<file path="config.mk">
export PLATFORM = sky130hd
export DESIGN_NAME = byte_batcher_with_idle_flush
export DESIGN_NICKNAME = d
export VERILOG_FILES = /design/src/sv/bbf_pkg.sv /design/src/sv/byte_batcher_with_idle_flush.sv
export SDC_FILE = /design/constraint.sdc
export NUM_CORES = 1
export LEC_CHECK = 0
export BUFFER_PORTS_ARGS = -buffer_cell sky130_fd_sc_hd__buf_2
export CAP_MARGIN = 10
export CORE_MARGIN = 4
export CORE_UTILIZATION = 45
export DETAILED_ROUTE_END_ITERATION = 8
export HOLD_SLACK_MARGIN = 0.08
export PLACE_DENSITY = 0.6
export SLEW_MARGIN = 20
export SYNTH_ARGS = -nofsm -noshare
export SYNTH_HDL_FRONTEND = slang
export SYNTH_SLANG_ARGS = --single-unit
</file>
<file path="constraint.sdc">
create_clock -name clk -period 4.92 [get_ports clk]
set_input_delay 0.246 -clock clk [delete_from_list [all_inputs] [get_ports clk]]
set_output_delay 0.246 -clock clk [all_outputs]
set_load 0.01 [all_outputs]
</file>
<file path="src/sv/bbf_pkg.sv">
// ---------------------------------------------------------------------------
// bbf_pkg: shared types and constants for the byte batcher
// Store geometry, register and mode codes, and the sequencer state type.
// ---------------------------------------------------------------------------
package bbf_pkg;

    localparam int STORE_DEPTH  = 64;
    localparam int PACKET_LIMIT = 64;
    localparam int PTR_W        = $clog2(STORE_DEPTH);
    localparam int CNT_W        = $clog2(STORE_DEPTH + 1);
    localparam int BATCH_CAP    = (STORE_DEPTH < PACKET_LIMIT) ? STORE_DEPTH : PACKET_LIMIT;

    localparam int BATCH_W      = 7;
    localparam int TIMEOUT_W    = 8;
    localparam int IDLE_W       = 8;
    localparam int CFG_DATA_W   = 8;
    localparam int CFG_IDX_W    = 1;

    localparam logic [IDLE_W-1:0] IDLE_MAX = '1;

    localparam logic [CFG_IDX_W-1:0] CFG_BATCH_SIZE   = 1'b0;
    localparam logic [CFG_IDX_W-1:0] CFG_IDLE_TIMEOUT = 1'b1;

    localparam logic MODE_BYTE = 1'b0;
    localparam logic MODE_TICK = 1'b1;

    typedef enum logic [1:0] {
        ST_IDLE,
        ST_READ,
        ST_SHOW
    } state_t;

endpackage

</file>
<file path="src/sv/byte_batcher_with_idle_flush.sv">
// ---------------------------------------------------------------------------
// byte_batcher_with_idle_flush: byte store with batch and idle-timeout flush
// Collects bytes in a ring store and emits them as packets with an end mark.
// ---------------------------------------------------------------------------
// Usage:
//   Input channel (in_valid/in_ready, mode, data_byte): mode 0 stores a
//   received byte, mode 1 reports one time tick. Output channel
//   (out_valid/out_ready, out_byte, end_of_packet) carries packet bytes,
//   end_of_packet high on the last one. Configuration: cfg_we with
//   cfg_index 0 sets batch_size, index 1 sets idle_timeout.
//   An item is taken when no packet is in flight. If it completes a
//   batch (or a tick meets the idle timeout with bytes waiting), a packet
//   of N bytes follows: each byte passes a synchronous store read step
//   and then a display step, where it waits for the receiver. in_ready
//   stays low until the last byte is taken. A receiver stall holds the
//   current byte and stretches the burst.
//   Reset empties the store (fill count and pointer to zero), clears the
//   idle counter and loads batch_size 64, idle_timeout 2. No clearing
//   pass: store entries are only read after being written.
// ---------------------------------------------------------------------------
module byte_batcher_with_idle_flush (
    input  logic                            clk,
    input  logic                            rst_n,
    input  logic                            in_valid,
    output logic                            in_ready,
    input  logic                            mode,
    input  logic [7:0]                      data_byte,
    output logic                            out_valid,
    input  logic                            out_ready,
    output logic [7:0]                      out_byte,
    output logic                            end_of_packet,
    input  logic                            cfg_we,
    input  logic [bbf_pkg::CFG_IDX_W-1:0]   cfg_index,
    input  logic [bbf_pkg::CFG_DATA_W-1:0]  cfg_data
);
    import bbf_pkg::*;

    localparam logic [PTR_W:0]   DEPTH_W  = (PTR_W+1)'(STORE_DEPTH);
    localparam logic [CNT_W-1:0] DEPTH_C  = CNT_W'(STORE_DEPTH);
    localparam logic [BATCH_W-1:0] CAP_B  = BATCH_W'(BATCH_CAP);
    localparam logic [CNT_W-1:0] CAP_C    = CNT_W'(BATCH_CAP);
    localparam logic [CNT_W-1:0] ONE_C    = CNT_W'(1);

    state_t                 state_reg, state_next;
    logic [BATCH_W-1:0]     batch_size_reg;
    logic [TIMEOUT_W-1:0]   idle_timeout_reg;
    logic [PTR_W-1:0]       rd_ptr_reg, rd_ptr_next;
    logic [CNT_W-1:0]       fill_reg, fill_next;
    logic [IDLE_W-1:0]      idle_reg, idle_next;
    logic [CNT_W-1:0]       remain_reg, remain_next;

    logic [7:0]             store_mem [STORE_DEPTH];
    logic [7:0]             store_q;

    logic                   in_take, out_take, is_byte, store_we;
    logic [CNT_W-1:0]       batch_eff, fill_w, count;
    logic [IDLE_W-1:0]      idle_w;
    logic [PTR_W:0]         wsum;
    logic [PTR_W-1:0]       waddr;
    logic                   rd_en;

    assign in_take  = in_valid && in_ready;
    assign out_take = out_valid && out_ready;
    assign is_byte  = (mode == MODE_BYTE);

    // clamp batch size to 1..BATCH_CAP
    always_comb
    begin
        if (batch_size_reg == '0)
        begin
            batch_eff = ONE_C;
        end
        else if (batch_size_reg > CAP_B)
        begin
            batch_eff = CAP_C;
        end
        else
        begin
            batch_eff = CNT_W'(batch_size_reg);
        end
    end

    // item evaluation: write slot, new fill, idle count, packet length
    always_comb
    begin
        store_we = in_take && is_byte && (fill_reg < DEPTH_C);
        wsum     = (PTR_W+1)'(rd_ptr_reg) + (PTR_W+1)'(fill_reg);
        if (wsum >= DEPTH_W)
        begin
            wsum = wsum - DEPTH_W;
        end
        waddr  = wsum[PTR_W-1:0];
        fill_w = (is_byte && (fill_reg < DEPTH_C)) ? fill_reg + ONE_C : fill_reg;
        if (is_byte)
        begin
            idle_w = '0;
        end
        else if (idle_reg < IDLE_MAX)
        begin
            idle_w = idle_reg + IDLE_W'(1);
        end
        else
        begin
            idle_w = idle_reg;
        end
        if (fill_w >= batch_eff)
        begin
            count = batch_eff;
        end
        else if (!is_byte && (fill_w != '0) && (idle_w >= idle_timeout_reg))
        begin
            count = fill_w;
        end
        else
        begin
            count = '0;
        end
    end

    // next state
    always_comb
    begin
        state_next = state_reg;
        unique case (state_reg)
            ST_IDLE:
            begin
                if (in_take && (count != '0))
                begin
                    state_next = ST_READ;
                end
            end
            ST_READ:
            begin
                state_next = ST_SHOW;
            end
            ST_SHOW:
            begin
                if (out_take)
                begin
                    state_next = (remain_reg == ONE_C) ? ST_IDLE : ST_READ;
                end
            end
            default:
            begin
                state_next = ST_IDLE;
            end
        endcase
    end

    // outputs and datapath updates
    always_comb
    begin
        in_ready      = 1'b0;
        out_valid     = 1'b0;
        rd_en         = 1'b0;
        rd_ptr_next   = rd_ptr_reg;
        fill_next     = fill_reg;
        idle_next     = idle_reg;
        remain_next   = remain_reg;
        unique case (state_reg)
            ST_IDLE:
            begin
                in_ready = 1'b1;
                if (in_take)
                begin
                    fill_next   = fill_w - count;
                    idle_next   = idle_w;
                    remain_next = count;
                end
            end
            ST_READ:
            begin
                rd_en = 1'b1;
            end
            ST_SHOW:
            begin
                out_valid = 1'b1;
                if (out_take)
                begin
                    remain_next = remain_reg - ONE_C;
                    rd_ptr_next = (rd_ptr_reg == PTR_W'(STORE_DEPTH - 1)) ?
                                  '0 : rd_ptr_reg + PTR_W'(1);
                end
            end
            default:
            begin
                in_ready = 1'b0;
            end
        endcase
    end

    assign out_byte      = store_q;
    assign end_of_packet = (remain_reg == ONE_C);

    always_ff @(posedge clk)
    begin
        if (store_we)
        begin
            store_mem[waddr] <= data_byte;
        end
        if (rd_en)
        begin
            store_q <= store_mem[rd_ptr_reg];
        end
    end

    always_ff @(posedge clk or negedge rst_n)
    begin
        if (!rst_n)
        begin
            state_reg        <= ST_IDLE;
            batch_size_reg   <= BATCH_W'(64);
            idle_timeout_reg <= TIMEOUT_W'(2);
            rd_ptr_reg       <= '0;
            fill_reg         <= '0;
            idle_reg         <= '0;
            remain_reg       <= '0;
        end
        else
        begin
            state_reg  <= state_next;
            rd_ptr_reg <= rd_ptr_next;
            fill_reg   <= fill_next;
            idle_reg   <= idle_next;
            remain_reg <= remain_next;
            if (cfg_we)
            begin
                unique case (cfg_index)
                    CFG_BATCH_SIZE:   batch_size_reg   <= cfg_data[BATCH_W-1:0];
                    CFG_IDLE_TIMEOUT: idle_timeout_reg <= cfg_data[TIMEOUT_W-1:0];
                    default:          batch_size_reg   <= batch_size_reg;
                endcase
            end
        end
    end

endmodule

</file>
==> results of run 1 <==
-- metal layers --
metal	track usage (%)	part of all wire [%]	up-vias
met5	0	0	-
met4	4.72	2.2	0
met3	4.03	5.9	78
met2	29.9	48	324
met1	28.0	44	6316
li1	-	-	5192
-- cells by family after synthesis --
logic type	share of synthesized area, %
AO/OA/AOI/OAI	5.06
XOR/XNOR	0.872
adder cells (fa/ha/maj)	1.85
buffers and inverters	1.56
flip-flops	72.5
multiplexers	13.6
AND/OR/NAND/NOR	4.51
-- cell usage after synthesis (all sizes together) (2+ instances only) --
cell    instances
inv            17
clkbuf         28
xnor2          14
o221ai          8
a31oi           2
a221oi         18
o21bai          2
nor2b           8
ha             31
nand2b          6
a21o            5
nor2           95
and2            6
nor4            2
dfstp           2
mux2           20
nand3          10
a22oi          43
xor2            9
and3            8
or3             2
nand2          75
buf            30
o21ai          29
dfrtp          43
a21oi          15
o31ai           5
fa              2
a311oi          2
mux4          128
nand4           3
a32oi           3
mux2i           4
edfxtp        520
nor3           11
o21a            2
a22o           16
clkinv          2
-- final timing paths --
| kind | end | start | slack, ps |
|---|---|---|---|
| min in group asynchronous | idle_timeout_reg[7] | rst_n | 280 |
| worst min-delay path | idle_reg[0] | mode | 130 |
| max in group asynchronous | rd_ptr_reg[0] | rst_n | 4150 |
| worst max register to register | fill_reg[6] | idle_reg[0] | 270 |
| worst min register to register | remain_reg[5] | remain_reg[5] | 500 |
| worst max-delay path | fill_reg[6] | idle_reg[0] | 270 |
-- layout by cell type, fill, tap and decap left out, types with 3 or more instances in the layout --
| master | count |
|---|---|
| mux2_2 | 20 |
| a22o_1 | 16 |
| nand4_1 | 3 |
| buf_2 | 33 |
| xor2_1 | 9 |
| o21ai_0 | 26 |
| a32oi_1 | 3 |
| edfxtp_1 | 520 |
| and2_1 | 4 |
| ha_1 | 31 |
| clkbuf_1 | 7 |
| bufinv_16 | 4 |
| clkinv_1 | 13 |
| clkinv_2 | 13 |
| dlygate4sd3_1 | 11 |
| inv_6 | 3 |
| a21oi_1 | 15 |
| o221ai_1 | 8 |
| nor2_1 | 91 |
| nand2b_1 | 6 |
| buf_4 | 30 |
| nor2b_1 | 6 |
| nand2_1 | 75 |
| mux4_2 | 128 |
| nor2_2 | 3 |
| a22oi_1 | 43 |
| clkinv_4 | 4 |
| clkbuf_16 | 58 |
| nor3_1 | 10 |
| a221oi_1 | 17 |
| xnor2_1 | 13 |
| inv_1 | 17 |
| mux2i_1 | 4 |
| o31ai_1 | 4 |
| dfrtp_1 | 41 |
| and3_1 | 8 |
| o21ai_1 | 3 |
| a21o_1 | 5 |
| nand3_1 | 8 |
-- critical path: cells and delay by family (launching register included) --
kind                       cells  cell delay (ps)
AOI/OAI and AO/OA              5             1020
adders and majority gates      3              990
buffers and inverters          1              190
muxes                          2              560
and+or+nand+nor                8             1100
DFF                            1              430
xor gates and xnor gates       2              230
-- per-stage QoR --
stage	util (%)	setup TNS [ps]	hold slack [ps]	setup slack [ps]
6_report	51.5	0	129	273
5_1_grt	51.5	-7.32	140	-7.32
4_1_cts	51.4	0	94.9	141
3_5_place_dp	47.6	0	387	172
3_3_place_gp	47.6	0	379	259
2_1_floorplan	-	0	-49.6	479
-- report_power, final --
part	total [mW]	internal (mW)	switching (mW)	leakage, nW
logic	4.13	1.71	2.42	2.39
registers	5.71	5.47	0.237	5.23
clock network	4.19	2.37	1.83	0.885
-- final cells by class --
| class | instances | area (um2) | area share [%] |
|---|---|---|---|
| Tap cell | 672 | 841 | 3.24 |
| Sequential cell | 565 | 16800 | 64.5 |
| Inverter | 19 | 71.3 | 0.275 |
| Timing Repair Buffer | 74 | 500 | 1.93 |
| Clock buffer | 65 | 1480 | 5.69 |
| Multi-Input combinational cell | 599 | 6020 | 23.2 |
| Clock inverter | 38 | 319 | 1.23 |
-- what timing repair did --
action	CTS	global route
endpoints found under the hold margin	59	0
gates resized for setup	0	5
endpoints found under the setup margin	0	2
hold buffers	11	0
setup buffers	0	1
==> metrics.sh, run 1 <==
RUN_STATUS='finished clean'
CRITPATHLAUNCHTYPE='flip-flop'
POST_SYNTH_MAIN_AREA_CONTRIBUTORS='edfxtp_1 68%, mux4_2 12%, dfrtp_1 4.7%, ha_1 1.7%, nor2_1 1.5%'
CTS_TREE='yes'
POST_ROUTE_CELLS_DRIVE_ABOVE_1_SHARE_PCT=23.4
DRT.ANTENNA.VIOLATING_NETS=0
WORST_EP_ARRIVAL_TIME_PS=5140
IR_DROP_uV=299
FMAXACHIEVABLE_GHz=0.215
SEQ_AREA_FRAC_SYNTH_PCT=72.5
NUM_VIAS=11900
DIE-AREA_UM2=55000
HTREE_LEVELS=2
CLK_PATH_BUF_DEPTH=3
DIE-HEIGHT_UM=235
CLOCK_SLEW_AT_THE_REGISTER_CLOCK_PINS_OF_THE_WORST_SETUP_AND_HOLD_PATHS_PS=50
SYNTH_ASYNC_SR_FLOP_SHARE_PCT=7.96
YOSYSTOPAREACELLSHARE_PCT=67.6
TIMING.HOLD.WORST_PATH_DEPTH=4
PLACEMENT.IO_BUFFERS=33
ANTENNA_CELLS_INSERTED=0
SYNTH.CELL_AREA_UM2=23100
INITIALDRTVIOLATIONCOUNT=1207
REGMOSTFLOPS='store_mem'
TIMING.FINAL.CRIT_PERIOD_PS=4650
DIE_WIDTH_UM=235
WORSTREGTOREGCELLS=21
NETLIST.TOP_CELL.BY_AREA='edfxtp_1'
CRITICAL_PATH.CELL_CHAIN='ha_1 > and2_1 > nand4_1 > nand4_1 > nor2_2 > xnor2_1 > nor2_1 > ha_1 > and3_1 > nand3_1 > o32a_1 > buf_4 > nand2b_1 > mux2_2 > fa_1 > a21oi_1 > o21bai_1 > a21o_1 > a21oi_1 > xnor2_1 > mux2_2'
CTS_MADE_BUFFERS=58
FINAL_CELLS=2032
CORE_AREA_UM2=50500
FILL_CELLS=4118
HOLDCRITPATHCLASS='in -> reg'
CTS_ROOT_BUFFER='clkbuf_16'
FIRST_GLOBAL_VIAS=11900
DRC_ERRORS=0
IO_PINS=34
DRT_FIRST_PASS_ITERS=5
DRV_CAP=0
MAX_FFS_PER_REGISTER=512
TIGHTEST_SLEW_PS=954
CLOCK_NET_SINK_COUNT=565
GRT_FIRST_PASS_WIRELENGTH_MM=77.6
ROWS=82
FIN_SKEW_PS=21.9
DPL-INSTANCE-AREA_UM2=24000
CRIT_TYPE='reg -> reg'
POST_SYNTH.CELL_AREA_AVG_UM2=18.6
POST_DRT_WL_PER_CELL_UM=25.6
GR-USAGE-ALL-LAYERS_PCT=19.2
END_KIND='flip-flop'
COUNT_OF_FLIP_FLOPS_WITH_A_BUILT_IN_ENABLE_AFTER_SYNTHESIS=520
DETAIL_ROUTE.VIAS_PER_CELL=5.86
MAPPEDNETLISTNETS=1297
REPORT.FINAL.SLEW_VIOL_COUNT=0
SYNTH-WARNING-COUNT=0
NETLIST_INSTANCES=1241
DP.CELLS=1917
POSTSYNTHREGISTERBITS=565
HEADROOM_TO_THE_MAX_SLEW_LIMIT_PCT=36.3
FINAL_DESIGN_AREA_NO_FILL_UM2=26000
DESIGN_POWER_TOTAL_mW=14.0
OVERFLOW=0
GRT_ANTENNA_BEFORE_REPAIR=0
FLOORPLAN.INITIALDENSITY_PCT=45.7
CRITPATHMAXSTAGEDELAY_PS=440
PLACE.DETAILED.HPWL_MM=30.4
WL_MM=52.0
AREA_GROWTH_SYNTH_TO_FINISH_PCT=12.5
TOTAL_LEAKAGE_POWER_nW=8.51
FIN_NETS=1373
GRT_MAX_DEGREE=65
SETUP_VIOL=0
PLACE.GP.CONGESTION=0.815
TOP_FF_CELL_SYNTH='edfxtp_1'
CELLPOWERDENSITY_nW_PER_UM2=540
MIN_PERIOD_OVER_PERIOD_PCT=94.4
CRITPATHSLOWESTCELL='fa_1'
POST_SYNTH_NUM_CELL_TYPES=63
CLOCK_LATENCY_PS=620
HOLD_VIOL=0
CRITICAL_PATH_REQUIRED_PS=5410
CRITICAL_PATH_PEAK_FANOUT=6
No activity file was read; power rests on OpenSTA's default activity.
==> run 2: changes to the inputs <==
CELL_PAD_IN_SITES_DETAIL_PLACEMENT = 0   (was unset)
CELL_PAD_IN_SITES_GLOBAL_PLACEMENT = 1   (was unset)
PLACE_DENSITY = 0.67   (was 0.6)
==> run 2 against run 1 <==
Against the previous run:
- clock-buffer cell count increased by 8
- register-to-register slack worse by 30 ps
- sequential cell count unchanged
- sequential power barely moved
- core utilization rose by 0.069 points
- design area up 0.13%
- critical endpoint unchanged
- hold slack got worse by 3.6 ps
- highest routed layer unchanged
- critical path depth unchanged
==> metrics.sh, run 2 (same netlist as run 1, synthesis figures left out) <==
TIGHTEST_SLEW_PS=1100  # +144 ps
SETUP_VIOL=0  # unchanged
FILL_CELLS=4104  # -0.34%
CTS_SETUP_BUFFERS=0  # unchanged
FLOORPLAN.INITIALDENSITY_PCT=45.7  # unchanged
AREA_OCCUPIED_BY_MULTI_INPUT_GATES_UM2=6010  # -0.12%
ROWS=82  # unchanged
TIMING.FINAL.CRIT_PERIOD_PS=4670  # +25.6 ps
SEQUENTIAL_STANDARD_CELL_AREA_UM2=16800  # about the same
R2R_START='idle_reg[0]'
REG2REG_SLACK_PS=250  # -30 ps
CTS_MADE_BUFFERS=58  # unchanged
CRITICAL_PATH.CELL_CHAIN='ha_1 > and2_1 > nand4_1 > nand4_1 > nor2_2 > xnor2_1 > nor2_1 > ha_1 > and3_1 > nand3_1 > o32a_1 > buf_4 > nand2b_1 > mux2_2 > fa_1 > a21oi_1 > o21bai_1 > a21o_1 > a21oi_1 > xnor2_1 > mux2_2'
HOLDCRITPATHCLASS='in -> reg'
DETAIL_ROUTE.VIAS_PER_CELL=5.80  # -0.97%
DRT.ANTENNA.VIOLATING_NETS=0  # unchanged
CRITPATHLAUNCHTYPE='flip-flop'
FIN_NETS=1370  # -0.22%
GRT_FIRST_PASS_WIRELENGTH_MM=76.8  # -0.99%
FIRST_GLOBAL_VIAS=11900  # +0.45%
CRIT_CELLS=21  # unchanged
HEADROOM_TO_THE_MAX_SLEW_LIMIT_PCT=26.4  # -9.9 points
REPORT.FINAL.SLEW_VIOL_COUNT=0  # unchanged
FINAL_DESIGN_AREA_NO_FILL_UM2=26000  # +0.13%
POST_ROUTE_CELLS_DRIVE_ABOVE_1_SHARE_PCT=22.7  # -0.72 points
UNREPAIRED_SETUP_ENDPOINTS_AFTER_GLOBAL_ROUTING='false'
PLACEMENT.IO_BUFFERS=33  # unchanged
MAX_FFS_PER_REGISTER=512  # unchanged
CRIT_TYPE='reg -> reg'
WORSTSETUPSTARTPOINT='idle_reg[0]'
CP-ENDPOINT='fill_reg[6]'
NUM_VIAS=11800  # -1.0%
WORSTREGTOREGCELLS=21  # unchanged
DIE_WIDTH_UM=235  # unchanged
HTREE_LEVELS=2  # unchanged
IO_PINS=34  # unchanged
WORST_EP_ARRIVAL_TIME_PS=5160  # +20 ps
DPL-INSTANCE-AREA_UM2=24000  # -0.13%
MIN_PERIOD_OVER_PERIOD_PCT=95.0  # +0.52 points
WL_MM=51.7  # -0.65%
REGTOREGENDPOINT='fill_reg[6]'
ANTENNA_CELLS_INSERTED=0  # unchanged
PLACE.GP.CONGESTION=0.790  # -3.2%
DRT_FIRST_PASS_ITERS=5  # unchanged
DIE-HEIGHT_UM=235  # unchanged
GRT_MAX_DEGREE=65  # unchanged
CELLPOWERDENSITY_nW_PER_UM2=544  # +0.71%
CLK_PATH_BUF_DEPTH=3  # unchanged
CRITPATHSLOWESTCELL='dfrtp_2'
TIMING.FINAL.WS_SETUP_PS=248  # -25.6 ps
FIN_TNS_SETUP_PS=0  # unchanged
OVERFLOW=0  # unchanged
RUN_STATUS='finished clean'
GR-USAGE-ALL-LAYERS_PCT=19.0  # -0.15 points
AREA_GROWTH_SYNTH_TO_FINISH_PCT=12.7
POST_DRT_WL_PER_CELL_UM=25.4  # -0.60%
HOLD_VIOL=0  # unchanged
CORE_AREA_UM2=50500  # unchanged
CP.BUFFERS_INVERTERS=1  # unchanged
CLOCK_SLEW_AT_THE_REGISTER_CLOCK_PINS_OF_THE_WORST_SETUP_AND_HOLD_PATHS_PS=60  # about the same
DIE-AREA_UM2=55000  # unchanged
FIN_SKEW_PS=18.3  # -3.61 ps
TOTAL_LEAKAGE_POWER_nW=8.50  # about the same
LAYOUT.CELLS.MOST_COMMON_LIST='520 x edfxtp_1, 128 x mux4_2, 91 x nor2_1'
REGMOSTFLOPS='store_mem'
LAYOUT.CELLS.MOST_COMMON='edfxtp_1'
DRV_CAP=0  # unchanged
CTS_ROOT_BUFFER='clkbuf_16'
PRECTSSETUPSLACK_PS=185  # +13.0 ps
CRITICAL_PATH_PEAK_FANOUT=6  # unchanged
CLOCK_NET_SINK_COUNT=565  # unchanged
IR_DROP_uV=311  # +3.9%
DESIGN_POWER_TOTAL_mW=14.2  # +0.85%
END_KIND='flip-flop'
CRITPATHMAXSTAGEDELAY_PS=440  # about the same
INITIALDRTVIOLATIONCOUNT=1076  # -11%
PLACE.DETAILED.HPWL_MM=30.5  # +0.40%
GRT_ANTENNA_BEFORE_REPAIR=0  # unchanged
CRITICAL_PATH_REQUIRED_PS=5410  # about the same
WORST_PATH_TOP_CELL_FAMILY_BY_DELAY='simple AND/OR/NAND/NOR gates'
CTS_TREE='yes'
CLOCK_LATENCY_PS=620  # about the same
DRC_ERRORS=0  # unchanged
FMAXACHIEVABLE_GHz=0.214  # -0.55%
## run 2: changes by cell type in the layout (fill, tap and decap cells not counted), moves of 2 or more
cell	previous run	this run
inv_6	3	0
buf_4	30	25
clkinv_4	4	0
clkbuf_1	7	15
dlygate4sd3_1	11	13
bufinv_16	4	6
## run 2: per-layer routing
metal	GRT usage [%]	wire (um)	up-vias
li1	-	-	5197
met1	28.2	23100	6208
met2	30.0	24600	303
met3	2.83	2920	81
met4	4.78	1080	0
met5	0	0	-
## run 2: layout make-up
class                   count  share of cell area, %
clock buffers              73                   5.80
clock inverters            32                   1.34
multi-input cells         599                   23.1
flip-flops and latches    565                   64.4
well taps                 672                   3.23
inverters                  19                  0.274
repair buffers             71                   1.86
## run 2: worst min-delay path by stage
stage | startpoint | to | cells past startpoint
after CTS | cfg_index | batch_size_reg[0] | 3
after detailed placement | rst_n | idle_timeout_reg[7] | 2
after global placement | rst_n | idle_timeout_reg[4] | 2
after global routing | cfg_index | batch_size_reg[3] | 3
final | cfg_index | batch_size_reg[0] | 3
after floorplan | rst_n | batch_size_reg[0] | 0
## run 2: timing repair
action | CTS | global route
hold buffers | 13 | 0
resized for setup | 0 | 4
setup endpoints to repair | 0 | 1
endpoints found under the hold margin | 61 | 0
## run 2: worst min-delay path: cells and delay by family
| kind | cells | cell delay, ps |
|---|---|---|
| and+or+nand+nor | 1 | 120 |
| muxes | 1 | 250 |
| buffers and inverters | 1 | 90 |
## run 2: stage by stage
stage / hold slack [ps] / utilization (%) / instances
2_1_floorplan: -49.6 / - / 1241
3_3_place_gp: 390 / 47.6 / 1913
3_5_place_dp: 389 / 47.6 / 1913
4_1_cts: 93.0 / 51.5 / 2031
5_1_grt: 132 / 51.5 / 2031
6_report: 126 / 51.5 / 2031
## run 2: power by group
part	total, mW	internal, mW	switching (mW)
sequential	5.71	5.47	0.240
clock	4.29	2.48	1.81
combinational	4.15	1.71	2.44
